<file path="src/rtl/dvst_pkg.sv">
// ----------------------------------------------------------------------------
// Distinct value set table: shared package
// Transaction types, command codes and default sizes used by the set table.
// ----------------------------------------------------------------------------
package dvst_pkg;

   localparam int VALUE_W      = 32;
   localparam int CMD_W        = 2;
   localparam int COUNT_W      = 7;
   localparam int SET_CAPACITY = 64;

   localparam logic [CMD_W-1:0] CMD_ADD      = 2'd0;
   localparam logic [CMD_W-1:0] CMD_REMOVE   = 2'd1;
   localparam logic [CMD_W-1:0] CMD_CONTAINS = 2'd2;
   localparam logic [CMD_W-1:0] CMD_CLEAR    = 2'd3;

   typedef struct packed {
      logic [CMD_W-1:0]          cmd;
      logic signed [VALUE_W-1:0] value;
   } req_type;

   typedef struct packed {
      logic               hit;
      logic               full_res;
      logic [COUNT_W-1:0] count;
   } rsp_type;

endpackage

</file>
<file path="src/rtl/dvst_store.sv">
// ----------------------------------------------------------------------------
// Distinct value set table: entry store
// Single write port, single read port memory with a registered read.
// ----------------------------------------------------------------------------
module dvst_store #(
   parameter int DEPTH = dvst_pkg::SET_CAPACITY
) (
   input  logic                         clock,
   input  logic                         wr_en,
   input  logic [$clog2(DEPTH)-1:0]     wr_addr,
   input  logic [dvst_pkg::VALUE_W-1:0] wr_data,
   input  logic                         rd_en,
   input  logic [$clog2(DEPTH)-1:0]     rd_addr,
   output logic [dvst_pkg::VALUE_W-1:0] rd_data_ff
);

   logic [dvst_pkg::VALUE_W-1:0] mem [DEPTH];

   always_ff @(posedge clock) begin
      if (wr_en) begin
         mem[wr_addr] <= wr_data;
      end
   end

   always_ff @(posedge clock) begin
      if (rd_en) begin
         rd_data_ff <= mem[rd_addr];
      end
   end

endmodule

</file>
<file path="src/rtl/distinct_value_set_table_unit.sv">
// ----------------------------------------------------------------------------
// Distinct value set table unit
// Packed store of distinct 32-bit values searched linearly by one comparator.
// ----------------------------------------------------------------------------
// Usage: a request transaction on req_valid/req_ready carries a command (add,
// remove, contains, clear) and a value. Every request gives exactly one
// response transaction on rsp_valid/rsp_ready with a hit flag, a full flag
// and the number of values held afterwards (low seven bits).
// The block works on one request at a time: req_ready is high only while the
// sequencer is idle. A search streams the held entries out of the store one
// per cycle into a single 32-bit equality comparator. A search stops at the
// first match or after the last held entry; a remove that does not hit the
// last entry then moves the last entry into the gap, and clear needs no
// search. The next request can be accepted once the response is raised.
// The response waits in an output register; if the receiver stalls, the next
// request is still accepted and searched, and only its final hand-over waits.
// Reset empties the set and drops any pending response; the entry memory
// needs no clearing pass, as only entries below the count are ever read.
// ----------------------------------------------------------------------------
module distinct_value_set_table_unit #(
   parameter int CAPACITY = dvst_pkg::SET_CAPACITY
) (
   input  logic              clock,
   input  logic              reset,
   input  logic              req_valid,
   output logic              req_ready,
   input  dvst_pkg::req_type req_data,
   output logic              rsp_valid,
   input  logic              rsp_ready,
   output dvst_pkg::rsp_type rsp_data
);

   localparam int IDX_W = $clog2(CAPACITY);
   localparam int CNT_W = $clog2(CAPACITY + 1);
   localparam int EXT_W = (CNT_W > dvst_pkg::COUNT_W) ? CNT_W : dvst_pkg::COUNT_W;

   // Sequencer state codes.
   localparam logic [2:0] ST_IDLE   = 3'd0;
   localparam logic [2:0] ST_SCAN   = 3'd1;
   localparam logic [2:0] ST_RDLAST = 3'd2;
   localparam logic [2:0] ST_MOVE   = 3'd3;
   localparam logic [2:0] ST_DONE   = 3'd4;

   logic [2:0]                   state_ff, state_in;
   logic [CNT_W-1:0]             held_count_ff, held_count_in;
   logic [CNT_W-1:0]             idx_ff, idx_in;
   logic                         cmp_vld_ff, cmp_vld_in;
   logic [IDX_W-1:0]             cmp_idx_ff, cmp_idx_in;
   logic [IDX_W-1:0]             slot_ff, slot_in;
   logic [dvst_pkg::CMD_W-1:0]   op_cmd_ff, op_cmd_in;
   logic [dvst_pkg::VALUE_W-1:0] op_value_ff, op_value_in;
   logic                         res_hit_ff, res_hit_in;
   logic                         res_full_ff, res_full_in;
   logic                         rsp_valid_ff, rsp_valid_in;
   dvst_pkg::rsp_type            rsp_data_ff, rsp_data_in;

   logic                         wr_en;
   logic [IDX_W-1:0]             wr_addr;
   logic [dvst_pkg::VALUE_W-1:0] wr_data;
   logic                         rd_en;
   logic [IDX_W-1:0]             rd_addr;
   logic [dvst_pkg::VALUE_W-1:0] rd_data;

   logic                         match;
   logic                         scan_end;
   logic [CNT_W-1:0]             last_count;
   logic [EXT_W-1:0]             count_ext;

   dvst_store #(
      .DEPTH (CAPACITY)
   ) u_store (
      .clock      (clock),
      .wr_en      (wr_en),
      .wr_addr    (wr_addr),
      .wr_data    (wr_data),
      .rd_en      (rd_en),
      .rd_addr    (rd_addr),
      .rd_data_ff (rd_data)
   );

   // The one shared comparator: the entry read out last cycle against the key.
   assign match      = cmp_vld_ff && (rd_data == op_value_ff);
   assign scan_end   = !cmp_vld_ff && (idx_ff >= held_count_ff);
   assign last_count = held_count_ff - CNT_W'(1);
   assign count_ext  = EXT_W'(held_count_ff);

   assign req_ready = (state_ff == ST_IDLE);
   assign rsp_valid = rsp_valid_ff;
   assign rsp_data  = rsp_data_ff;

   always_comb begin
      state_in      = state_ff;
      held_count_in = held_count_ff;
      idx_in        = idx_ff;
      cmp_vld_in    = 1'b0;
      cmp_idx_in    = cmp_idx_ff;
      slot_in       = slot_ff;
      op_cmd_in     = op_cmd_ff;
      op_value_in   = op_value_ff;
      res_hit_in    = res_hit_ff;
      res_full_in   = res_full_ff;
      rsp_valid_in  = rsp_valid_ff && !rsp_ready;
      rsp_data_in   = rsp_data_ff;
      wr_en         = 1'b0;
      wr_addr       = held_count_ff[IDX_W-1:0];
      wr_data       = op_value_ff;
      rd_en         = 1'b0;
      rd_addr       = idx_ff[IDX_W-1:0];

      case (state_ff)
         ST_IDLE: begin
            if (req_valid) begin
               op_cmd_in   = req_data.cmd;
               op_value_in = $unsigned(req_data.value);
               idx_in      = '0;
               res_hit_in  = 1'b0;
               res_full_in = 1'b0;
               if (req_data.cmd == dvst_pkg::CMD_CLEAR) begin
                  held_count_in = '0;
                  res_hit_in    = 1'b1;
                  state_in      = ST_DONE;
               end else begin
                  state_in = ST_SCAN;
               end
            end
         end

         ST_SCAN: begin
            // Issue the next read while comparing the previous one.
            if (idx_ff < held_count_ff) begin
               rd_en      = 1'b1;
               cmp_vld_in = 1'b1;
               cmp_idx_in = idx_ff[IDX_W-1:0];
               idx_in     = idx_ff + CNT_W'(1);
            end
            if (match) begin
               cmp_vld_in = 1'b0;
               case (op_cmd_ff)
                  dvst_pkg::CMD_REMOVE: begin
                     res_hit_in = 1'b1;
                     slot_in    = cmp_idx_ff;
                     if (CNT_W'(cmp_idx_ff) == last_count) begin
                        held_count_in = last_count;
                        state_in      = ST_DONE;
                     end else begin
                        state_in = ST_RDLAST;
                     end
                  end
                  dvst_pkg::CMD_CONTAINS: begin
                     res_hit_in = 1'b1;
                     state_in   = ST_DONE;
                  end
                  default: begin
                     // Add of a value already held changes nothing.
                     state_in = ST_DONE;
                  end
               endcase
            end else if (scan_end) begin
               if (op_cmd_ff == dvst_pkg::CMD_ADD) begin
                  if (held_count_ff >= CNT_W'(CAPACITY)) begin
                     res_full_in = 1'b1;
                  end else begin
                     wr_en         = 1'b1;
                     held_count_in = held_count_ff + CNT_W'(1);
                     res_hit_in    = 1'b1;
                  end
               end
               state_in = ST_DONE;
            end
         end

         ST_RDLAST: begin
            rd_en    = 1'b1;
            rd_addr  = last_count[IDX_W-1:0];
            state_in = ST_MOVE;
         end

         ST_MOVE: begin
            wr_en         = 1'b1;
            wr_addr       = slot_ff;
            wr_data       = rd_data;
            held_count_in = last_count;
            state_in      = ST_DONE;
         end

         ST_DONE: begin
            if (!rsp_valid_ff || rsp_ready) begin
               rsp_valid_in         = 1'b1;
               rsp_data_in.hit      = res_hit_ff;
               rsp_data_in.full_res = res_full_ff;
               rsp_data_in.count    = count_ext[dvst_pkg::COUNT_W-1:0];
               state_in             = ST_IDLE;
            end
         end

         default: begin
            state_in = ST_IDLE;
         end
      endcase
   end

   always_ff @(posedge clock) begin
      if (reset) begin
         state_ff      <= ST_IDLE;
         held_count_ff <= '0;
         cmp_vld_ff    <= 1'b0;
         rsp_valid_ff  <= 1'b0;
      end else begin
         state_ff      <= state_in;
         held_count_ff <= held_count_in;
         cmp_vld_ff    <= cmp_vld_in;
         rsp_valid_ff  <= rsp_valid_in;
      end
   end

   always_ff @(posedge clock) begin
      idx_ff      <= idx_in;
      cmp_idx_ff  <= cmp_idx_in;
      slot_ff     <= slot_in;
      op_cmd_ff   <= op_cmd_in;
      op_value_ff <= op_value_in;
      res_hit_ff  <= res_hit_in;
      res_full_ff <= res_full_in;
      rsp_data_ff <= rsp_data_in;
   end

   // The count of held values never exceeds the capacity of the store.
   assert property (@(posedge clock) disable iff (reset)
      held_count_ff <= CNT_W'(CAPACITY))
      else $error("held count exceeds capacity");

   // A new response is only ever raised from the hand-over state.
   assert property (@(posedge clock) disable iff (reset)
      (rsp_valid_ff && (!$past(rsp_valid_ff) || $past(rsp_ready)) && !$past(reset))
         |-> $past(state_ff) == ST_DONE)
      else $error("response raised outside hand-over");

   // The store is written only while searching or moving the last entry.
   assert property (@(posedge clock) disable iff (reset)
      wr_en |-> (state_ff == ST_SCAN || state_ff == ST_MOVE))
      else $error("store written in wrong state");

   // Every insert at the end of a search grows the count by exactly one.
   assert property (@(posedge clock) disable iff (reset)
      (wr_en && state_ff == ST_SCAN) |=> held_count_ff == $past(held_count_ff) + CNT_W'(1))
      else $error("insert without count increment");

endmodule
</file>
<file path="config.mk">
export PLATFORM = sky130hd
export DESIGN_NAME = distinct_value_set_table_unit
export DESIGN_NICKNAME = d
export VERILOG_FILES = /design/src/rtl/dvst_pkg.sv /design/src/rtl/dvst_store.sv /design/src/rtl/distinct_value_set_table_unit.sv
export SDC_FILE = /design/constraint.sdc
export NUM_CORES = 2
export LEC_CHECK = 0
export ABC_AREA = 0
export BUFFER_PORTS_ARGS = -buffer_cell sky130_fd_sc_hd__buf_2
export CAP_MARGIN = 30
export CELL_PAD_IN_SITES_DETAIL_PLACEMENT = 0
export CELL_PAD_IN_SITES_GLOBAL_PLACEMENT = 2
export CORE_MARGIN = 8
export CORE_UTILIZATION = 23
export CTS_CLUSTER_DIAMETER = 40
export DETAILED_ROUTE_END_ITERATION = 6
export PLACE_DENSITY_LB_ADDON = 0.08
export SYNTH_ARGS = -nofsm -noshare
export SYNTH_HDL_FRONTEND = slang
export SYNTH_SLANG_ARGS = --single-unit
</file>
<file path="constraint.sdc">
create_clock -name clock -period 6.9 [get_ports clock]
set_clock_uncertainty 0.1 [all_clocks]
set_input_delay 0.69 -clock clock [delete_from_list [all_inputs] [get_ports clock]]
set_output_delay 0.69 -clock clock [all_outputs]
set_load 0.01 [all_outputs]
</file>
# ---- After elaboration in Yosys (flattened, before gate mapping)
# Memory sizes are Yosys's and may differ from the RTL's. A register that Yosys moved wholly into a read port is not among the register bits.
# Cells that the tools add are included.
dict set report op_classes {
  n_addsub 3
  magnitude_cmp 3
  eq_ne 23
  mux 48
  bitwise 1
  reduce_logical 22
}
# cell count
set ops {}
lappend ops {{$mux 7} 10}
lappend ops {{$eq 32x32->1} 1}
lappend ops {{$mux 32} 1}
lappend ops {{$mux 1} 21}
lappend ops {{$mux 3} 7}
lappend ops {{$pmux 7 s3} 1}
lappend ops {{$ne 3x3->1 const B} 5}
lappend ops {{$pmux 3 s5} 1}
lappend ops {{$add 7x1->7 const B} 2}
lappend ops {{$ne 2x2->1 const B} 7}
lappend ops {{$pmux 7 s2} 1}
lappend ops {{$mux 6} 2}
lappend ops {{$reduce_and 6->1} 2}
lappend ops {{$reduce_and 3->1} 3}
lappend ops {{$pmux 1 s2} 4}
lappend ops {{$reduce_and 8->1} 1}
lappend ops {{$eq 6x7->1} 1}
lappend ops {{$ge 7x7->1} 1}
lappend ops {{$ge 7x7->1 const B} 1}
lappend ops {{$lt 7x7->1} 1}
lappend ops {{$sub 7x1->7 const B} 1}
lappend ops {{$eq 3x2->1 const B} 2}
lappend ops {{$reduce_and 2->1} 3}
lappend ops {{$eq 2x2->1 const B} 2}
lappend ops {{other kinds (15)} 19}
dict set report word_totals {
  reg_bits 76
  mem_bits_rw 2048
  inputBits 38
  word_cells 115
  memories 1
}
# name depth word_bits rd rd_ports_with_merged_regs write_ports line_no
set mem_list {}
lappend mem_list {u_store.mem 64 32 1 1 1 dvst_store.sv:17} ;# logic [dvst_pkg::VALUE_W-1:0] mem [DEPTH];

# ---- Depth between registers and ports, before layout
dict set report logic_depth {
  ltp_word 8
  depth_mapped 14
}

# ---- Hierarchy
# From an unflattened synthesis, not the netlist that was laid out.
dict set report hier_totals {
  hier_cells 3699
  hier_area_um2 83237.3
}
# module instances cells_per_inst area_each_um2
set modules_own_cells {}
lappend modules_own_cells {dvst_store 1 3324 78833.1}
lappend modules_own_cells {distinct_value_set_table_unit 1 375 4404.2}

# ---- Least setup slack after synthesis
# OpenSTA, ideal clock, no wires.
dict set report synth_path {
  path_kind {flip-flop to flip-flop}
  start {register idx_ff[0]}
  end {memory u_store.mem[0][0] (netlist bit), enable pin}
  arrival_time_ns 3.642
  t_required_ns 6.379
  slack_ns 2.737
  path_stages_with_launch 12
  path_buffers 1
  synth_period_minus_slack_ns 4.163
  path_cell_list {edfxtp_1 > clkbuf_1 > inv_1 > ha_1 > nand2b_1 > a21o_1 > a21oi_1 > o21ai_0 > nand4_1 > a21oi_1 > nand2_1 > nor2_1}
}
dict set report synth_between {
  elab_chain_cells 7
}
# item line_no
set synth_rtl {}
lappend synth_rtl {{from (decl)} distinct_value_set_table_unit.sv:46} ;# logic [CNT_W-1:0] idx_ff, idx_in;
lappend synth_rtl {{from (signal assigned)} distinct_value_set_table_unit.sv:217} ;# idx_ff <= idx_in;
lappend synth_rtl {{$ge 7x7->1} distinct_value_set_table_unit.sv:83} ;# assign scan_end = !cmp_vld_ff && (idx_ff >= held_count_ff);
lappend synth_rtl {{$logic_and 1x1->1} distinct_value_set_table_unit.sv:83}
lappend synth_rtl {{$mux 1} distinct_value_set_table_unit.sv:158} ;# end else if (scan_end) begin
lappend synth_rtl {{$mux 1} distinct_value_set_table_unit.sv:136} ;# if (match) begin
lappend synth_rtl {{$pmux 1 s2} distinct_value_set_table_unit.sv:110} ;# case (state_ff)
lappend synth_rtl {{$mux 1} dvst_store.sv:20} ;# if (wr_en) begin
lappend synth_rtl {{$mux 1 (implied by the code)} dvst_store.sv:21} ;# mem[wr_addr] <= wr_data;
lappend synth_rtl {{to (decl)} dvst_store.sv:17}
# Every way passes these cells.

# ---- Final worst setup path
dict set report layout_path {
  start {register held_count_ff[2], in the netlist count_ext[2]}
  end {memory u_store.mem[40][27] (netlist bit), enable pin}
}
dict set report layout_between {
  elab_chain_cells 8
  elab_cells_between_ends 11
  classes_between {order compare: 2; mux: 8; reduce/logical: 1}
}
# item line_no
set layout_rtl {}
lappend layout_rtl {{from (decl)} distinct_value_set_table_unit.sv:45} ;# logic [CNT_W-1:0] held_count_ff, held_count_in;
lappend layout_rtl {{from (signal assigned)} distinct_value_set_table_unit.sv:210} ;# held_count_ff <= held_count_in;
lappend layout_rtl {{$ge 7x7->1} distinct_value_set_table_unit.sv:160} ;# if (held_count_ff >= CNT_W'(CAPACITY)) begin
lappend layout_rtl {{$mux 1} distinct_value_set_table_unit.sv:160}
lappend layout_rtl {{$mux 1} distinct_value_set_table_unit.sv:159} ;# if (op_cmd_ff == dvst_pkg::CMD_ADD) begin
lappend layout_rtl {{$mux 1} distinct_value_set_table_unit.sv:158}
lappend layout_rtl {{$mux 1} distinct_value_set_table_unit.sv:136}
lappend layout_rtl {{$pmux 1 s2} distinct_value_set_table_unit.sv:110}
lappend layout_rtl {{$mux 1} dvst_store.sv:20}
lappend layout_rtl {{$mux 1 (implied by the code)} dvst_store.sv:21}
# Parallel ways exist; a longest one is shown, timed or not.

==> flow_results.org <==
** Run status
- The flow ran to the end, and the final reports show no timing, DRC or antenna violations.

** Cells and area
- Summing all multi-input logic gate instances after layout gives 19900 µm².
- Signed area change from the synthesized netlist to the final layout :: 29.7%
- Net total in the final layout :: around 6500
- Most common cell after layout, fill and taps aside :: edfxtp_1
- Filler Cells Inserted :: 37200
- Final core utilization :: 0.299
- Register area :: approximately 65000 µm²
- Of the cells placed in the final design, the portion with a size suffix greater than 1 is 0.193.
- Top library cells by usage in the layout, fill and taps aside :: edfxtp_1 (2144), nand2_1 (1510), nand3_1 (683)

** Timing
- The final-report max-slew violation count was 0.
- Summed over all failing endpoints, the final setup total negative slack is 0 ns.
- Final Critical Period :: 5.13 ns
- Unrepaired setup endpoints after global routing :: no
- Derived from the worst setup path, the maximum achievable clock frequency is 0.195 GHz.
- Final setup violating endpoints :: 0
- Remaining max-slew budget at the tightest pin :: 0.0642
- Post-route fraction of the period consumed by the critical path :: 0.744
- Pin slew with the least headroom to its limit :: between 1 and 1.5 ns
- Setup slack closes at 1.77 ns.
- The final hold violation count is 0.

** Yosys
- Of the total synthesized cell area, the portion taken by full adders, half adders and majority gates is 0.00190.
- Post-Synth Simple-Gate Area :: 0.123
- Syn_nets :: approximately 6000
- Synthesized instance count :: between 5000 and 6000
- Yosys printed 0 warnings.
- By area, the combinational part of the netlist is dominated by simple AND/OR/NAND/NOR gates.
- Measured against the total synthesized area, the mux share comes to 0.0437.
- The synthesized netlist occupies a cell area of 85700 µm².
- The netlist uses 74 different library cells.
- Counting flops with an async set or reset pin after synthesis yields a share of 0.
- Seq cells post-synth :: 2156
- Among all flip-flop cells after synthesis, the most frequent one is edfxtp_1.
- The complex-gate fraction of the synthesized area came to 0.0493.
- Number of enable flip-flop cells after synthesis :: 2144
- The share of the Yosys chip area taken by registers is 0.754.
- Averaged over all synthesized cells, the footprint is roughly 14 µm².
- Post-synthesis share of cell area spent on xor and xnor gates :: 0.00502

** Clocking
- CTS built an H-tree with a depth of 5.
- After clock tree synthesis, the clock-pin slew on the worst setup and hold paths is ~0.05 ns.
- Counting along the longest clock path gives a buffer depth of 4.
- Once the clock tree was built, the resizer swapped 0 gates to a different size.
- CTS root buf :: clkbuf_16
- Counting every sink on the clock net gives approximately 2200.
- Once the clock tree was built, the setup fixing pass inserted 0 buffers.
- TritonCTS Buffers :: approximately 470
- TritonCTS built the clock tree.
- The clock reaches the later pin of the worst-skew pair after approximately 0.96 ns.

** Place
- DP Wirelength :: 214000 µm
- Worst-case setup slack after placement :: 1.60 ns
- Routability-driven placement finished with a final weighted congestion of 0.744.
- Port buffering added 48 buffers.

** GRT
- Pin count of the biggest net entering global routing :: around 110
- The initial antenna violation count is 19.
- Met2 capacity usage during global routing :: 0.303
- Met3 Usage GRT :: 0.0219
- The first global-routing pass estimated a little under 500000 µm of wire.
- Global Route Usage Sum :: 0.182
- For this run, global-route usage on met1 was measured as 0.254.
- Summed over all layers, the global routing overflow is 0.
- Via count of the first global-routing pass :: around 55000
- In this run the most used layer during global routing was met2.

** Power and ir drop
- In this run the static leakage power is 37.7 nW.
- Relative contribution of combinational cells to total power :: 0.125
- Internal power comes to 0.0323 W.
- Sequential share of power :: 0.339
- Switching part of the total power :: 0.264
- In this run the power spent charging and discharging nets is between 0.01 and 0.015 W.
- Clock network fraction of total power :: 0.536
- Power per unit of standard cell area :: around 390 nW/µm²
- Worst IR drop on VDD :: 0.206 mV

** Floorplan
- Starting density of the core :: 0.231
- Number of core rows :: roughly 220
- Die Y :: approximately 630 µm
- Pin placement for this block handled 49 I/O pins.
- The core region is about 370000 µm².
- Die area :: ~390000 µm²
- The die is 626 µm wide.

** Drt
- WL final :: 368000 µm
- Average routed wire per standard cell :: approximately 31 µm
- The first routing iteration left 3974 violations.
- Residual DRC :: 0
- Router iterations before antenna repair :: 6
- Detailed routing inserted a total of 54200 vias.
- In this run the remaining antenna-violating nets after routing total 0.
- Using the TritonRoute via totals, the vias-per-cell ratio works out to 4.59.

** Worst setup path
- For the worst setup path, the data required time is approximately 7.4 ns.
- By startpoint and endpoint, the worst setup path is classified as flip-flop to flip-flop.
- Worst path max stage delay :: ~0.76 ns
- STA classifies the critical path endpoint as a flip-flop.
- Cell with the largest stage delay on the worst path :: dfxtp_1
- The worst setup path is launched from a flip-flop.
- Maximum fanout along the worst path :: 32
- Arrival time of data at the critical path endpoint :: approximately 5.6 ns
- Walking the worst path, the cells encountered are inv_1 -> ha_1 -> a21oi_1 -> o21ai_0 -> nand4_1 -> a21oi_1 -> nand2_1 -> buf_4 -> nor2_4 -> buf_4.

** Flow run
- The tool flagged a number of max-cap violations equal to 0.

** Min path
- Class of the worst hold path :: primary input to flip-flop
==> layer usage <==
metal,up-vias,routed length (µm),part of all wire
met5,-,0,0
met1,28700,171000,0.47
met4,0,8490,0.023
met2,1333,175000,0.47
li1,23700,-,-
met3,491,13800,0.037
==> metrics by stage <==
stage	instances	hold WS [ns]	cell area [µm²]	total power, W
finish	11800	0.215	111000	0.0439
detailed placement	10900	0.310	94200	0.0208
global route	11800	0.177	111000	0.0454
floorplan	5948	0.300	85700	0.0178
global placement	10900	0.305	93900	0.0208
CTS	11800	0.118	111000	0.0447
==> final cells by class <==
cell class,count,area share
Sequential cell,2156,0.581
Multi-Input combinational cell,3396,0.179
Clock buffer,546,0.110
Tap cell,4972,0.0560
Clock inverter,328,0.0391
Timing Repair Buffer,384,0.0338
Inverter,31,0.00105
Antenna cell,4,0.0000901
==> cells in the mapped netlist (all sizes together) (9+ instances only) <==
cell type | number | share of area
a211oi | 39 | 0.0034
a21o | 13 | 0.0011
a21oi | 136 | 0.0080
a221oi | 22 | 0.0023
a22oi | 15 | 0.0013
a311oi | 19 | 0.0019
a31o | 18 | 0.0018
a31oi | 131 | 0.0096
a32o | 23 | 0.0027
a32oi | 45 | 0.0046
and3 | 60 | 0.0044
buf | 235 | 0.016
clkbuf | 130 | 0.0057
dfxtp | 12 | 0.0028
edfxtp | 2144 | 0.75
ha | 13 | 0.0019
inv | 31 | 0.0014
mux2 | 34 | 0.0045
mux2i | 137 | 0.016
mux4 | 88 | 0.023
nand2 | 1514 | 0.066
nand2b | 9 | 0.00066
nand3 | 683 | 0.040
nand4 | 21 | 0.0015
nor2 | 110 | 0.0049
nor3 | 31 | 0.0018
nor4 | 12 | 0.00088
o2111ai | 20 | 0.0020
o211ai | 12 | 0.0011
o21ai | 45 | 0.0027
o22ai | 11 | 0.00080
o31ai | 14 | 0.0012
xnor2 | 9 | 0.00092
xor2 | 35 | 0.0036
==> sequential cells by signal, summed over array words and instances, names as in the netlist <==
register / cells
op_value_ff: 32
u_store.rd_data_ff: 32
res_hit_ff: 1
cmp_vld_ff: 1
res_full_ff: 1
slot_ff: 6
state_ff: 3
rsp_valid: 1
idx_ff: 7
rsp_data: 9
u_store.mem: 2048
count_ext: 7
op_cmd_ff: 2
cmp_idx_ff: 6
==> path summary, 6_finish.rpt <==
path,depth (start not counted),slack [ns],endpoint,start
setup / recovery,10,1.77,u_store.mem[40][27],count_ext[2]
hold / removal,3,0.21,res_hit_ff,req_valid
setup reg to reg,10,1.77,u_store.mem[40][27],count_ext[2]
hold reg to reg,0,0.32,rsp_data[7],res_full_ff
==> cells by family (layout without fill, tap and decap cells) <==
group | after synthesis | after routing
xor gates and xnor gates | 46 | 46
and+or+nand+nor | 2470 | 2470
buffers and inverters | 396 | 1289
AOI/OAI and AO/OA | 608 | 608
other | 0 | 4
adders and majority gates | 13 | 13
DFF | 2156 | 2156
muxes | 259 | 259
==> critical path: cells and delay by family (launching register included) <==
| kind | cells | cell delay (ns) |
|---|---|---|
| buffers and inverters | 3 | 1.30 |
| adders and majority gates | 1 | 0.36 |
| AOI/OAI and AO/OA | 3 | 1.26 |
| DFF | 1 | 0.76 |
| and+or+nand+nor | 3 | 0.85 |
==> timing repair <==
| item | 4_1_cts | 5_1_grt |
|---|---|---|
| endpoints found under the hold margin | 39 | 0 |
| endpoints found under the setup margin | 0 | 0 |
| hold buffers | 36 | 0 |
==> power groups by stage <==
stage | clock network (W) | logic [W] | registers (W)
floorplan | 0 | 0.00285 | 0.0150
global placement | 0 | 0.00567 | 0.0151
detailed placement | 0 | 0.00569 | 0.0151
CTS | 0.0241 | 0.00573 | 0.0149
global route | 0.0246 | 0.00591 | 0.0149
finish | 0.0235 | 0.00551 | 0.0149
(Power assumes the default switching activity.)
